<file path="src/rtl/core/ise_pkg.sv">
// ise_pkg: shared types and constants for the integer sort engine.
// Used by ise_ram, integer_sort_engine_core and ise_chk; no dependencies.
package ise_pkg;

	localparam int DATA_W = 16;

	// input word: one element of the set, last_item closes the set
	typedef struct packed {
		logic signed [DATA_W-1:0] value;
		logic                     last_item;
	} in_word_t;

	// output word: one element of the sorted run
	typedef struct packed {
		logic signed [DATA_W-1:0] sorted_value;
		logic                     last_result;
		logic                     overflow;
	} out_word_t;

endpackage

</file>
<file path="src/rtl/core/ise_ram.sv">
// ise_ram: element store, one write port and one read port, registered read.
// Depends on ise_pkg for the data width.
module ise_ram #(
	parameter int DEPTH = 32,
	parameter int AW    = 5
) (
	input  logic                      clk,
	input  logic                      we,
	input  logic [AW-1:0]             waddr,
	input  logic [ise_pkg::DATA_W-1:0] wdata,
	input  logic                      re,
	input  logic [AW-1:0]             raddr,
	output logic [ise_pkg::DATA_W-1:0] rdata
);
	import ise_pkg::*;

	logic [DATA_W-1:0] mem_q [DEPTH];
	logic [DATA_W-1:0] rdata_q;

	always_ff @(posedge clk) begin
		if (we) begin
			mem_q[waddr] <= wdata;
		end
		if (re) begin
			rdata_q <= mem_q[raddr];
		end
	end

	assign rdata = rdata_q;

endmodule

</file>
<file path="src/rtl/core/integer_sort_engine_core.sv">
// Load: one input word per cycle while in LOAD; the word flagged last_item closes the set.
// Sort (sets of n > 1): in-place insertion sort in the element store; a start
// state KEY_RD, then per key a KEY_WAIT fetch, CMP shifts, and PLACE at entry 0.
// Emit: each result is read (EMIT_RD, held while the output is stalled), then loaded (EMIT_LD).
// Reset (arst_n low) clears count, overflow and control state; store not cleared.
module integer_sort_engine_core #(
	parameter int MAX_ELEMENTS = 32
) (
	input  logic               clk,
	input  logic               arst_n,
	input  logic               in_valid,
	output logic               in_ready,
	input  ise_pkg::in_word_t  in_data,
	output logic               out_valid,
	input  logic               out_ready,
	output ise_pkg::out_word_t out_data
);
	import ise_pkg::*;

	localparam int AW = $clog2(MAX_ELEMENTS);
	localparam int CW = $clog2(MAX_ELEMENTS + 1);
	localparam logic [CW-1:0] MAX_CNT = CW'(MAX_ELEMENTS);

	// LOAD takes words; KEY_RD/KEY_WAIT fetch the next key and its left
	// neighbour; CMP shifts larger elements up one per cycle; PLACE writes a
	// key that has travelled down to entry 0; EMIT_RD/EMIT_LD stream results.
	typedef enum logic [2:0] {
		ST_LOAD,
		ST_KEY_RD,
		ST_KEY_WAIT,
		ST_CMP,
		ST_PLACE,
		ST_EMIT_RD,
		ST_EMIT_LD
	} state_t;

	state_t                   state_q;
	logic [CW-1:0]            cnt_q;     // elements held in the open set
	logic                     drop_q;    // a word was dropped from the open set
	logic [CW-1:0]            n_q;       // size of the closed set
	logic                     ovf_q;     // closed set lost words
	logic [AW-1:0]            i_q;       // index of the key being inserted
	logic [AW-1:0]            j_q;       // current hole position
	logic [AW-1:0]            k_q;       // emit index
	logic signed [DATA_W-1:0] key_q;
	logic                     out_valid_q;
	out_word_t                out_data_q;

	// store ports
	logic              mem_we;
	logic [AW-1:0]     mem_waddr;
	logic [DATA_W-1:0] mem_wdata;
	logic              mem_re;
	logic [AW-1:0]     mem_raddr;
	logic [DATA_W-1:0] mem_rdata;

	logic          in_accept;
	logic          cnt_full;
	logic [CW-1:0] n_close;
	logic          key_is_end;
	logic          emit_is_end;
	logic          greater;
	logic          out_free;

	assign in_ready    = (state_q == ST_LOAD);
	assign in_accept   = in_valid && in_ready;
	assign cnt_full    = (cnt_q == MAX_CNT);
	assign n_close     = cnt_full ? cnt_q : cnt_q + CW'(1);
	assign key_is_end  = ((CW'(i_q) + CW'(1)) == n_q);
	assign emit_is_end = ((CW'(k_q) + CW'(1)) == n_q);
	assign greater     = ($signed(mem_rdata) > key_q);
	assign out_free    = !out_valid_q || out_ready;

	assign out_valid = out_valid_q;
	assign out_data  = out_data_q;

	// Store access. Reads and writes in the same cycle always hit different
	// entries (shift writes at j while reading j-2; key writes at j <= i while
	// reading i+1), and every read of a just-written entry comes in a later cycle,
	// so no forwarding is needed.
	always_comb begin
		mem_we    = 1'b0;
		mem_waddr = '0;
		mem_wdata = mem_rdata;
		mem_re    = 1'b0;
		mem_raddr = '0;
		unique case (state_q)
			ST_LOAD: begin
				if (in_accept && !cnt_full) begin
					mem_we    = 1'b1;
					mem_waddr = cnt_q[AW-1:0];
					mem_wdata = in_data.value;
				end
			end
			ST_KEY_RD: begin
				mem_re    = 1'b1;
				mem_raddr = i_q;
			end
			ST_KEY_WAIT: begin
				mem_re    = 1'b1;
				mem_raddr = i_q - AW'(1);
			end
			ST_CMP: begin
				mem_we    = 1'b1;
				mem_waddr = j_q;
				if (greater) begin
					// shift the larger element up, fetch the next neighbour
					mem_wdata = mem_rdata;
					if (j_q != AW'(1)) begin
						mem_re    = 1'b1;
						mem_raddr = j_q - AW'(2);
					end
				end else begin
					mem_wdata = key_q;
					if (!key_is_end) begin
						mem_re    = 1'b1;
						mem_raddr = i_q + AW'(1);
					end
				end
			end
			ST_PLACE: begin
				mem_we    = 1'b1;
				mem_waddr = '0;
				mem_wdata = key_q;
				if (!key_is_end) begin
					mem_re    = 1'b1;
					mem_raddr = i_q + AW'(1);
				end
			end
			ST_EMIT_RD: begin
				if (out_free) begin
					mem_re    = 1'b1;
					mem_raddr = k_q;
				end
			end
			ST_EMIT_LD: begin
			end
			default: begin
			end
		endcase
	end

	ise_ram #(
		.DEPTH (MAX_ELEMENTS),
		.AW    (AW)
	) u_ram (
		.clk   (clk),
		.we    (mem_we),
		.waddr (mem_waddr),
		.wdata (mem_wdata),
		.re    (mem_re),
		.raddr (mem_raddr),
		.rdata (mem_rdata)
	);

	always_ff @(posedge clk or negedge arst_n) begin
		if (!arst_n) begin
			state_q     <= ST_LOAD;
			cnt_q       <= '0;
			drop_q      <= 1'b0;
			n_q         <= '0;
			ovf_q       <= 1'b0;
			i_q         <= '0;
			j_q         <= '0;
			k_q         <= '0;
			out_valid_q <= 1'b0;
		end else begin
			if (out_valid_q && out_ready) begin
				out_valid_q <= 1'b0;
			end
			unique case (state_q)
				ST_LOAD: begin
					if (in_accept) begin
						if (!cnt_full) begin
							cnt_q <= cnt_q + CW'(1);
						end else begin
							drop_q <= 1'b1;
						end
						if (in_data.last_item) begin
							// close the set and open an empty one
							n_q    <= n_close;
							ovf_q  <= drop_q || cnt_full;
							cnt_q  <= '0;
							drop_q <= 1'b0;
							k_q    <= '0;
							i_q    <= AW'(1);
							if (n_close == CW'(1)) begin
								state_q <= ST_EMIT_RD;
							end else begin
								state_q <= ST_KEY_RD;
							end
						end
					end
				end
				ST_KEY_RD: begin
					state_q <= ST_KEY_WAIT;
				end
				ST_KEY_WAIT: begin
					key_q   <= $signed(mem_rdata);
					j_q     <= i_q;
					state_q <= ST_CMP;
				end
				ST_CMP: begin
					if (greater) begin
						j_q <= j_q - AW'(1);
						if (j_q == AW'(1)) begin
							state_q <= ST_PLACE;
						end
					end else if (key_is_end) begin
						state_q <= ST_EMIT_RD;
					end else begin
						i_q     <= i_q + AW'(1);
						state_q <= ST_KEY_WAIT;
					end
				end
				ST_PLACE: begin
					if (key_is_end) begin
						state_q <= ST_EMIT_RD;
					end else begin
						i_q     <= i_q + AW'(1);
						state_q <= ST_KEY_WAIT;
					end
				end
				ST_EMIT_RD: begin
					if (out_free) begin
						state_q <= ST_EMIT_LD;
					end
				end
				ST_EMIT_LD: begin
					// output register is empty here: the read was only issued
					// once it was free
					out_valid_q             <= 1'b1;
					out_data_q.sorted_value <= $signed(mem_rdata);
					out_data_q.last_result  <= emit_is_end;
					out_data_q.overflow     <= ovf_q;
					if (emit_is_end) begin
						state_q <= ST_LOAD;
					end else begin
						k_q     <= k_q + AW'(1);
						state_q <= ST_EMIT_RD;
					end
				end
				default: begin
					state_q <= ST_LOAD;
				end
			endcase
		end
	end

endmodule

</file>
<file path="config.mk">
export PLATFORM = sky130hd
export DESIGN_NAME = integer_sort_engine_core
export DESIGN_NICKNAME = d
export VERILOG_FILES = /design/src/rtl/core/ise_pkg.sv /design/src/rtl/core/ise_ram.sv /design/src/rtl/core/integer_sort_engine_core.sv
export SDC_FILE = /design/constraint.sdc
export NUM_CORES = 1
export LEC_CHECK = 0
export BUFFER_PORTS_ARGS = -buffer_cell sky130_fd_sc_hd__buf_2
export CORE_MARGIN = 8
export CORE_UTILIZATION = 65
export DETAILED_ROUTE_END_ITERATION = 10
export PLACE_DENSITY = 0.82
export SYNTH_ARGS = -nofsm -noshare
export SYNTH_HDL_FRONTEND = slang
export SYNTH_HIERARCHICAL = 1
export SYNTH_SLANG_ARGS = --single-unit
</file>
<file path="constraint.sdc">
create_clock -name clk -period 10.8 [get_ports clk]
set_clock_uncertainty 0.2 [all_clocks]
set_input_delay 1.08 -clock clk [delete_from_list [all_inputs] [get_ports clk]]
set_output_delay 1.08 -clock clk [all_outputs]
set_load 0.02 [all_outputs]
</file>
Word level (Yosys, flattened, before mapping)
Memories as Yosys holds them, arrays and structs flattened. A register that Yosys moved wholly into a read port is not among the register bits.
Index checks and enable logic that the tools add are counted.
- register bits: 67
- RAM bits: 512
- logic and storage cells: 111
- memories: 1
- add/subtract/negate cells: 8
- magnitude comparators: 1
- equal/unequal tests: 19
- muxes and demuxes: 45
- reduce and logical (&&, ||, !) cells: 24
- memory list (memory ; words ; width ; rd ports ; clocked after memory_dff ; wr ports ; line ; text):
    u_ram.mem_q ; 32 ; 16 ; 1 ; 1 ; 1 ; ise_ram.sv:17 ; logic [DATA_W-1:0] mem_q [DEPTH];
- operators by type and width (cell ; count):
    $mux W5 ; 13
    $pmux W16 S3 ; 1
    $mux W16 ; 2
    $pmux W5 S2 ; 3
    $pmux W5 S5 ; 1
    $mux W3 ; 8
    $pmux W3 S7 ; 1
    $gt A16 B16 Y1 ; 1
    $pmux W5 S3 ; 1
    $add A5 B1 Y6 const B ; 2
    $eq A6 B6 Y1 ; 2
    $mux W6 ; 2
    $reduce_and A4 Y1 ; 3
    $mux W1 ; 11
    $add A5 B1 Y5 const B ; 2
    $sub A5 B1 Y5 const B ; 2
    $eq A3 B3 Y1 const B ; 3
    $ne A2 B2 Y1 const B ; 4
    $reduce_and A2 Y1 ; 4
    $reduce_bool A2 Y1 ; 4
    $add A6 B1 Y6 const B ; 1
    $eq A3 B2 Y1 const B ; 2
    $eq A6 B1 Y1 const B ; 1
    $eq A6 B6 Y1 const B ; 1
    other kinds (15) ; 22

Longest topological paths before layout
Gate-level depths: netlist of the first run.
- word-level depth: 7
- depth in mapped cells: 18
- mapped depth without buffers: 14

By module
Netlist of the first run, hierarchy kept.
- by module, submodules not included (module ; instances ; cells each ; area each (µm²) ; sequential area each (µm²)):
    ise_ram ; 1 ; 1143 ; 20694.8 ; 15855.2
    integer_sort_engine_core ; 1 ; 462 ; 4441.8 ; 1846.8

Least setup slack after synthesis of the first run
Ideal clock, no wire load.
- path type: register to register
- from: register u_ram.rdata_q[15] (netlist: u_ram/rdata[15]) (read register of u_ram.mem_q)
- to: register u_ram.rdata_q[11] (netlist: u_ram/rdata[11]) (read register of u_ram.mem_q) (data pin)
- data arrival time: 3315 ps
- slack: 7021 ps
- stages on the path, launching flop included: 16
- cells stage by stage: edfxtp_1 ha_1 buf_4 nand4_4 a2111oi_0 o41ai_2 nor3_2 buf_4 nand2_1 a21oi_1 and2_1 buf_4 clkbuf_1 a21oi_1 a31oi_1 nand3_1
- word-level cells in the longest chain between the ends: 3
- ends and longest elaborated chain (element ; line ; text):
    from (decl) ; ise_ram.sv:18 ; logic [DATA_W-1:0] rdata_q;
    $gt A16 B16 Y1 ; integer_sort_engine_core.sv:71 ; assign greater = ($signed(mem_rdata) > key_q);
    $mux W5 ; integer_sort_engine_core.sv:106 ; if (greater) begin
    $pmux W5 S5 ; integer_sort_engine_core.sv:87 ; unique case (state_q)
    net mem_raddr[2] ; integer_sort_engine_core.sv:54 ; logic [AW-1:0] mem_raddr;
The timed path passes the listed nets, and every way through them passes these cells.
A chain may end at the register's enable or synchronous reset.

Worst setup path in the final report of the first run
- from: register u_ram.rdata_q[15] (netlist: u_ram/rdata[15]) (read register of u_ram.mem_q)
- to: register u_ram.rdata_q[13] (netlist: u_ram/rdata[13]) (read register of u_ram.mem_q) (data pin)
The elaborated chain is that of the path after synthesis.

==> impl_metrics.tcl, run 1 <==
set metrics [dict create \
    outcome "finished clean" \
    post_cts_buffers 0 \
    tritoncts "built" \
    grt_first_pass_wirelength_um 89700 \
    mostFrequentLayoutCell "sky130_fd_sc_hd__edfxtp_1" \
    most-common-layout-cells "562 x sky130_fd_sc_hd__edfxtp_1, 260 x sky130_fd_sc_hd__mux2i_1, 76 x sky130_fd_sc_hd__nand2_1" \
    fp.dieW_um 213 \
    worstSetupStartpointType "register" \
    synth.distinct_cells 72 \
    synthCells 1605 \
    drt_wl_cell_um 27.0 \
    final_nets 1710 \
    finalWeightedCongestion 0.905 \
    syn_area_um2 25100 \
    grt_usage 0.266 \
    synth_area_leaders "sky130_fd_sc_hd__edfxtp_1 67%, sky130_fd_sc_hd__mux2i_1 10%, sky130_fd_sc_hd__dfrtp_1 3.3%, sky130_fd_sc_hd__a22oi_1 2.0%, sky130_fd_sc_hd__a22o_1 1.4%" \
    netlist.area_leader.share 0.671 \
    dr.pass1.iters 8 \
    die_area_um2 45200 \
    worst_setup_path_startpoint "u_ram/rdata[15]" \
    floorplan.io_pins 41 \
    cts-root-buf "sky130_fd_sc_hd__clkbuf_16" \
    avgSynthCellArea_um2 15.7 \
    cts-root-to-sink-buffers 3 \
    timing.setup.tns_ns 0 \
    path_cells "ha_1 -> nand4_4 -> a2111oi_0 -> o41ai_2 -> buf_4 -> nor3_2 -> nand2_1 -> a21oi_1 -> and2_2 -> buf_4 -> a22o_1 -> nor3_1 -> a31oi_1 -> nand3_1" \
    core_um2 38400 \
    cts_made_buffers 56 \
    max_cap_viol_count 0 \
    num-fill-cells 2312 \
    worst-r2r-setup-slack_ns 4.69 \
    achievable-frequency_mhz 164 \
    critPathKind "register to register" \
    detail_route.wirelength_um 60200 \
    dr_total_vias 14877 \
    detailedRoute.firstIterationViolations 1936 \
    synth-seq-area-share 0.704 \
    worst_r2r_path_depth 14 \
    max_fanout_on_critical_path 64 \
    crit_required_ns 10.89 \
    cts.htree.levels 2 \
    detailed_place.area_um2 25800 \
    timing.critical_path.slowest_stage_cell "sky130_fd_sc_hd__a2111oi_0" \
    fin_crit_ns 6.11 \
    antenna_found_initial 0 \
    port_buffers 40 \
    detailedPlacementHpwl_um 34400 \
    flow.area_growth_from_synthesis_pct 10.7 \
    irDropWorstVdd_uv 340 \
    synth-edff-count 562 \
    setup_violations 0 \
    via_per_instance_ratio 6.67 \
    share_of_synthesized_registers_carrying_an_async_set_or_reset 0.0555 \
    global_route.overflow_total 0 \
    setup_slack_of_the_critical_path_after_layout_ns 4.69 \
    share_of_final_layout_standard_cells_stronger_than_drive_strength_1 0.128 \
    arr_time_crit_path_ns 6.20 \
    warning_count_from_the_yosys_run 6 \
    num_antenna_cells 0 \
    place_ws_ns 4.79 \
    min_hold_slack_ns 0.299 \
    crit_path_max_incr_delay_ns 0.75 \
    drv_slew 0 \
    postRouteAntennaNets 0 \
    worst_setup_hold_path_clk_slew_ns 0.07 \
    layout.cell_area.non_filler_um2 27800 \
    worst_slew_margin_rel 0.0988 \
    timing_hold_violations_final 0 \
    cts.hold.buffers_added 0 \
    worstHoldPathType "input port to async pin" \
    critical_path.reg2reg.startpoint "u_ram/rdata[15]" \
    drt_drc_violations_left 0 \
    worst_pin_slew_ns 1.35 \
    grt_pass1_vias 14481 \
    critical_path.endpoint_type "register" \
    yosys_most_used_dff "sky130_fd_sc_hd__edfxtp_1" \
    crit_path_frequent_cell "sky130_fd_sc_hd__buf_4" \
    leakagePower_nw 9.46 \
    insertion_delay_ns 0.61 \
    cp-endpoint "u_ram/rdata[13]" \
    rr_endpoint "u_ram/rdata[13]" \
    clock-sinks 595 \
    grt_max_degree 144 \
    pwr_density_cell_nw_per_um2 361 \
    cts-resized-gates 0 \
    finalCritPeriodShare 0.566 \
    ys_seq_elements 595 \
    floorplan.die.height_um 213 \
    synth_fp_nets 1652 \
    post-synth-top-area-cell "sky130_fd_sc_hd__edfxtp_1" \
    setup_repair_after_global_routing_missed_its_margin "no" \
    initial_utilization 0.655 \
    fp-row-count 72 \
]
routing by layer:
layer,track usage,up-vias,part of all wire,wire [um]
li1,-,6411,-,-
met1,0.360,7418,0.38,22600
met2,0.428,909,0.48,28700
met3,0.0530,139,0.11,6730
met4,0.101,0,0.035,2140
met5,0,-,0,0
sequential cells by signal (all words and copies together), names as in the netlist:
name and count:
u_ram/mem_q 512, out_data 18, key_q 16, u_ram/rdata 16
cnt_q 6, n_q 6, i_q 5, j_q 5
k_q 5, state_q 3, drop_q 1, out_valid 1
ovf_q 1
cell families (layout without fill, tap and decap cells):
kind of cell             count (synthesis)  count (layout)  share of synthesized area
flip-flops                             595             595                      0.704
AND/OR/NAND/NOR                        306             306                     0.0620
AO/OA/AOI/OAI                          265             265                     0.0755
multiplexers                           262             262                      0.104
buffers and inverters                  126             232                     0.0314
adder cells (fa/ha/maj)                 26              26                     0.0129
XOR/XNOR                                25              25                    0.00956
per-stage QoR:
| stage | std cells | utilization | power, mW |
|---|---|---|---|
| 2_1_floorplan | 1605 | - | 6.64 |
| 4_1_cts | 2229 | 0.725 | 9.98 |
| 5_1_grt | 2229 | 0.725 | 10.4 |
| 6_report | 2229 | 0.725 | 10.1 |
| 3_3_place_gp | 2123 | 0.672 | 7.65 |
| 3_5_place_dp | 2123 | 0.672 | 7.80 |
synthesized netlist by cell type (3+ instances only):
master / n
sky130_fd_sc_hd__nor3_1: 43
sky130_fd_sc_hd__a22oi_1: 67
sky130_fd_sc_hd__a22o_1: 39
sky130_fd_sc_hd__inv_1: 31
sky130_fd_sc_hd__o22ai_1: 4
sky130_fd_sc_hd__xnor2_1: 16
sky130_fd_sc_hd__o31ai_1: 3
sky130_fd_sc_hd__nand3_1: 48
sky130_fd_sc_hd__nor2b_1: 5
sky130_fd_sc_hd__nand2b_1: 5
sky130_fd_sc_hd__a21o_1: 4
sky130_fd_sc_hd__clkbuf_1: 28
sky130_fd_sc_hd__nand4_1: 19
sky130_fd_sc_hd__buf_6: 7
sky130_fd_sc_hd__a221oi_1: 4
sky130_fd_sc_hd__xor2_1: 7
sky130_fd_sc_hd__a21oi_1: 58
sky130_fd_sc_hd__a221o_1: 16
sky130_fd_sc_hd__buf_8: 6
sky130_fd_sc_hd__and4_1: 3
sky130_fd_sc_hd__and3_1: 3
sky130_fd_sc_hd__nor2_1: 66
sky130_fd_sc_hd__edfxtp_1: 562
sky130_fd_sc_hd__nor4_1: 4
sky130_fd_sc_hd__buf_4: 22
sky130_fd_sc_hd__or3b_2: 3
sky130_fd_sc_hd__mux2i_1: 260
sky130_fd_sc_hd__nand3b_1: 8
sky130_fd_sc_hd__dfrtp_1: 33
sky130_fd_sc_hd__nand2_1: 76
sky130_fd_sc_hd__or3_1: 4
sky130_fd_sc_hd__a31oi_1: 20
sky130_fd_sc_hd__o21ai_0: 29
sky130_fd_sc_hd__ha_1: 26
sky130_fd_sc_hd__buf_12: 5
sky130_fd_sc_hd__buf_2: 25
worst max-delay path, delay by kind of cell, from the launching register on:
| kind | cells | cell delay [ns] |
|---|---|---|
| AO/OA/AOI/OAI | 5 | 2.19 |
| adder cells (fa/ha/maj) | 1 | 0.54 |
| AND/OR/NAND/NOR | 6 | 1.43 |
| buffers and inverters | 2 | 0.96 |
| flip-flops | 1 | 0.43 |
report_power, final:
part | leakage [nW] | switching (mW) | internal, mW | total, mW
clock network | 0.988 | 0.858 | 1.30 | 2.16
registers | 5.51 | 0.150 | 3.36 | 3.51
logic | 2.96 | 2.94 | 1.44 | 4.38
total | 9.46 | 3.95 | 6.11 | 10.1
cell type report:
type,count,area [um2],share of cell area
flip-flops and latches,595,17700,0.636
multi-input cells,884,6700,0.241
clock buffers,62,1450,0.0519
well taps,518,648,0.0233
repair buffers,94,618,0.0222
clock inverters,44,591,0.0212
inverters,32,120,0.00432
worst min-delay path by stage:
stage / start / endpoint / cells after the start
2_1_floorplan: ovf_q / out_data[0] / 0
3_3_place_gp: drop_q / drop_q / 2
3_5_place_dp: ovf_q / out_data[0] / 0
4_1_cts: arst_n / k_q[3] / 2
5_1_grt: ovf_q / out_data[0] / 0
6_report: arst_n / n_q[4] / 2
Note: power is estimated with default switching activity, not from simulation.
==> run 2, diff against run 1 <==
--- a/config.mk
+++ b/config.mk
@@ -7,9 +7,9 @@
 export LEC_CHECK = 0
 export BUFFER_PORTS_ARGS = -buffer_cell sky130_fd_sc_hd__buf_2
 export CORE_MARGIN = 8
-export CORE_UTILIZATION = 65
+export CORE_UTILIZATION = 63
 export DETAILED_ROUTE_END_ITERATION = 10
-export PLACE_DENSITY = 0.82
+export PLACE_DENSITY = 0.8
 export SYNTH_ARGS = -nofsm -noshare
 export SYNTH_HDL_FRONTEND = slang
 export SYNTH_HIERARCHICAL = 1
==> constraint.sdc (replaced) <==
create_clock -name clk -period 5.81 [get_ports clk]
set_clock_uncertainty 0.2 [all_clocks]
set_input_delay 0.581 -clock clk [delete_from_list [all_inputs] [get_ports clk]]
set_output_delay 0.581 -clock clk [all_outputs]
set_load 0.02 [all_outputs]
==> run 2 against run 1 <==
Worst setup slack worse by 4.4 ns. Wire length down 1.3%. Flip-flop and latch count is the same. Cell area is 0.42% higher. Die area rose by 2.9%. Global-route usage is 1.4 points lower. Maximum frequency rose by 12%. Final cell count increased by 1.5%. Count of clock-buffer cells in the layout is 9 higher. First-iteration DRC count down 5.9%. Critical path depth did not move. Largest cell class unchanged. Via count decreased by 0.60%.
==> impl_metrics.tcl, run 2 (synthesis results as in run 1) <==
set metrics [dict create \
    core_um2 39500 \
    share_of_final_layout_standard_cells_stronger_than_drive_strength_1 0.135 \
    min_path_cells 2 \
    achievable-frequency_mhz 183 \
    critPathKind "register to register" \
    tritoncts "built" \
    floorplan.die.height_um 216 \
    post_cts_buffers 0 \
    register_bank_with_the_most_flops "u_ram/mem_q" \
    use_met2 0.414 \
    postRouteAntennaNets 0 \
    largest_register_ff_count 512 \
    timing.setup.tns_ns 0 \
    grt_pass1_vias 14671 \
    path_cells "ha_1 -> nand4_4 -> a2111oi_0 -> o41ai_2 -> buf_4 -> nor3_2 -> nand2_1 -> a21oi_1 -> and2_2 -> buf_12 -> a22o_1 -> nor3_1 -> a31oi_1 -> nand3_1" \
    cts_made_buffers 57 \
    critical_path.reg2reg.startpoint "u_ram/rdata[15]" \
    timing.critical_path.slowest_stage_cell "sky130_fd_sc_hd__a2111oi_0" \
    antenna_found_initial 0 \
    num-fill-cells 2446 \
    detail_route.wirelength_um 59400 \
    cp.buffers_inverters 2 \
    port_buffers 40 \
    cts-root-buf "sky130_fd_sc_hd__clkbuf_16" \
    most-common-layout-cells "562 x sky130_fd_sc_hd__edfxtp_1, 260 x sky130_fd_sc_hd__mux2i_1, 76 x sky130_fd_sc_hd__nand2_1" \
    insertion_delay_ns 0.61 \
    met1_routing_resource_usage_after_global_routing 0.334 \
    outcome "finished clean" \
    crit_family "compound AO/OA/AOI/OAI gates" \
    worst_setup_hold_path_clk_slew_ns 0.06 \
    crit_path_max_incr_delay_ns 0.76 \
    worstSetupStartpointType "register" \
    dr_total_vias 14788 \
    die_area_um2 46500 \
    max_cap_viol_count 0 \
    fp-row-count 73 \
    fp.dieW_um 216 \
    grt_max_degree 50 \
    worst_r2r_path_depth 14 \
    clock-sinks 595 \
    fin_crit_ns 5.48 \
    setup_violations 0 \
    finalCritPeriodShare 0.943 \
    max_fanout_on_critical_path 25 \
    hold_start "in_data[0]" \
    crit_required_ns 5.94 \
    grt_first_pass_wirelength_um 90200 \
    gr-max-usage-layer "met2" \
    setup_repair_after_global_routing_missed_its_margin "no" \
    detailedRoute.firstIterationViolations 1821 \
    floorplan.io_pins 41 \
    worstHoldPathType "input port to register" \
    critical_path.endpoint_type "register" \
    detailedPlacementHpwl_um 38000 \
    cts-resized-gates 0 \
    dr.pass1.iters 5 \
    min_to "cnt_q[5]" \
    cts-root-to-sink-buffers 3 \
    finalWeightedCongestion 0.968 \
    cts.hold.buffers_added 1 \
    cts.htree.levels 2 \
    worst_slew_margin_rel 0.222 \
    drv_slew 0 \
    initial_utilization 0.636 \
    grt_usage 0.252 \
    rr_endpoint "u_ram/rdata[14]" \
    drt_wl_cell_um 26.3 \
    via_per_instance_ratio 6.54 \
    groute.layer.met3.usage 0.0531 \
    final_nets 1738 \
    timing_hold_violations_final 0 \
    mostFrequentLayoutCell "sky130_fd_sc_hd__edfxtp_1" \
    flow.area_growth_from_synthesis_pct 11.1 \
    global_route.overflow_total 0 \
    worst_pin_slew_ns 1.17 \
    worst-r2r-setup-slack_ns 0.33 \
    finalCoreUtilization 0.706 \
    arr_time_crit_path_ns 5.61 \
    drt_drc_violations_left 0 \
]
run 2: cell types whose count changed in the layout (fill, tap and decap cells not counted), moves of 2 or more:
cell and change:
sky130_fd_sc_hd__clkbuf_8 +2, sky130_fd_sc_hd__buf_4 +17, sky130_fd_sc_hd__clkbuf_1 +6, sky130_fd_sc_hd__buf_12 +9, sky130_fd_sc_hd__clkinvlp_4 +2, sky130_fd_sc_hd__inv_6 -2, sky130_fd_sc_hd__nor2_2 -4, sky130_fd_sc_hd__bufinv_16 -10
sky130_fd_sc_hd__clkinv_1 -2, sky130_fd_sc_hd__nor2_1 +4
run 2: how the worst max path moves through the flow:
stage	end	slack, ns	from	cells past startpoint
2_1_floorplan	u_ram/rdata[11]	2.03	u_ram/rdata[15]	15
3_3_place_gp	u_ram/rdata[9]	0.59	u_ram/rdata[15]	14
3_5_place_dp	u_ram/rdata[14]	0.46	u_ram/rdata[15]	14
4_1_cts	u_ram/rdata[14]	0.46	u_ram/rdata[15]	14
5_1_grt	u_ram/rdata[1]	0.09	u_ram/rdata[15]	13
6_report	u_ram/rdata[14]	0.33	u_ram/rdata[15]	14
run 2: layout make-up:
type | count | area, um2 | share of cell area
diodes | 1 | 2.50 | 0.0000896
multi-input cells | 884 | 6690 | 0.239
well taps | 525 | 657 | 0.0235
clock buffers | 71 | 1520 | 0.0544
repair buffers | 121 | 936 | 0.0335
clock inverters | 33 | 313 | 0.0112
inverters | 32 | 120 | 0.00430
flip-flops and latches | 595 | 17700 | 0.634
run 2: per-stage QoR:
stage | cells | hold slack [ns] | cell area, um2 | worst slack [ns]
after floorplan | 1605 | 0.0854 | 25100 | 2.03
after global placement | 2156 | 0.231 | 26100 | 0.593
after detailed placement | 2156 | 0.244 | 26100 | 0.457
after CTS | 2261 | 0.100 | 27900 | 0.461
after global routing | 2261 | 0.119 | 27900 | 0.0859
final | 2262 | 0.122 | 27900 | 0.333
run 2: layer usage:
layer | wire [um] | part of all wire
met1 | 23000 | 0.39
met2 | 28700 | 0.48
met3 | 5730 | 0.096
met4 | 2010 | 0.034
met5 | 0 | 0
run 2: worst reg2reg max path: cells and delay by family, from the launching register on:
family / cells / cell delay (ns)
buffers and inverters: 2 / 0.48
and+or+nand+nor: 6 / 1.57
adders and majority gates: 1 / 0.52
DFF: 1 / 0.47
AOI/OAI and AO/OA: 5 / 1.97
Power of run 2 is left out: the tool's default activity adds up to more than one toggle a clock period on the data nets, which glitch-free logic cannot reach.
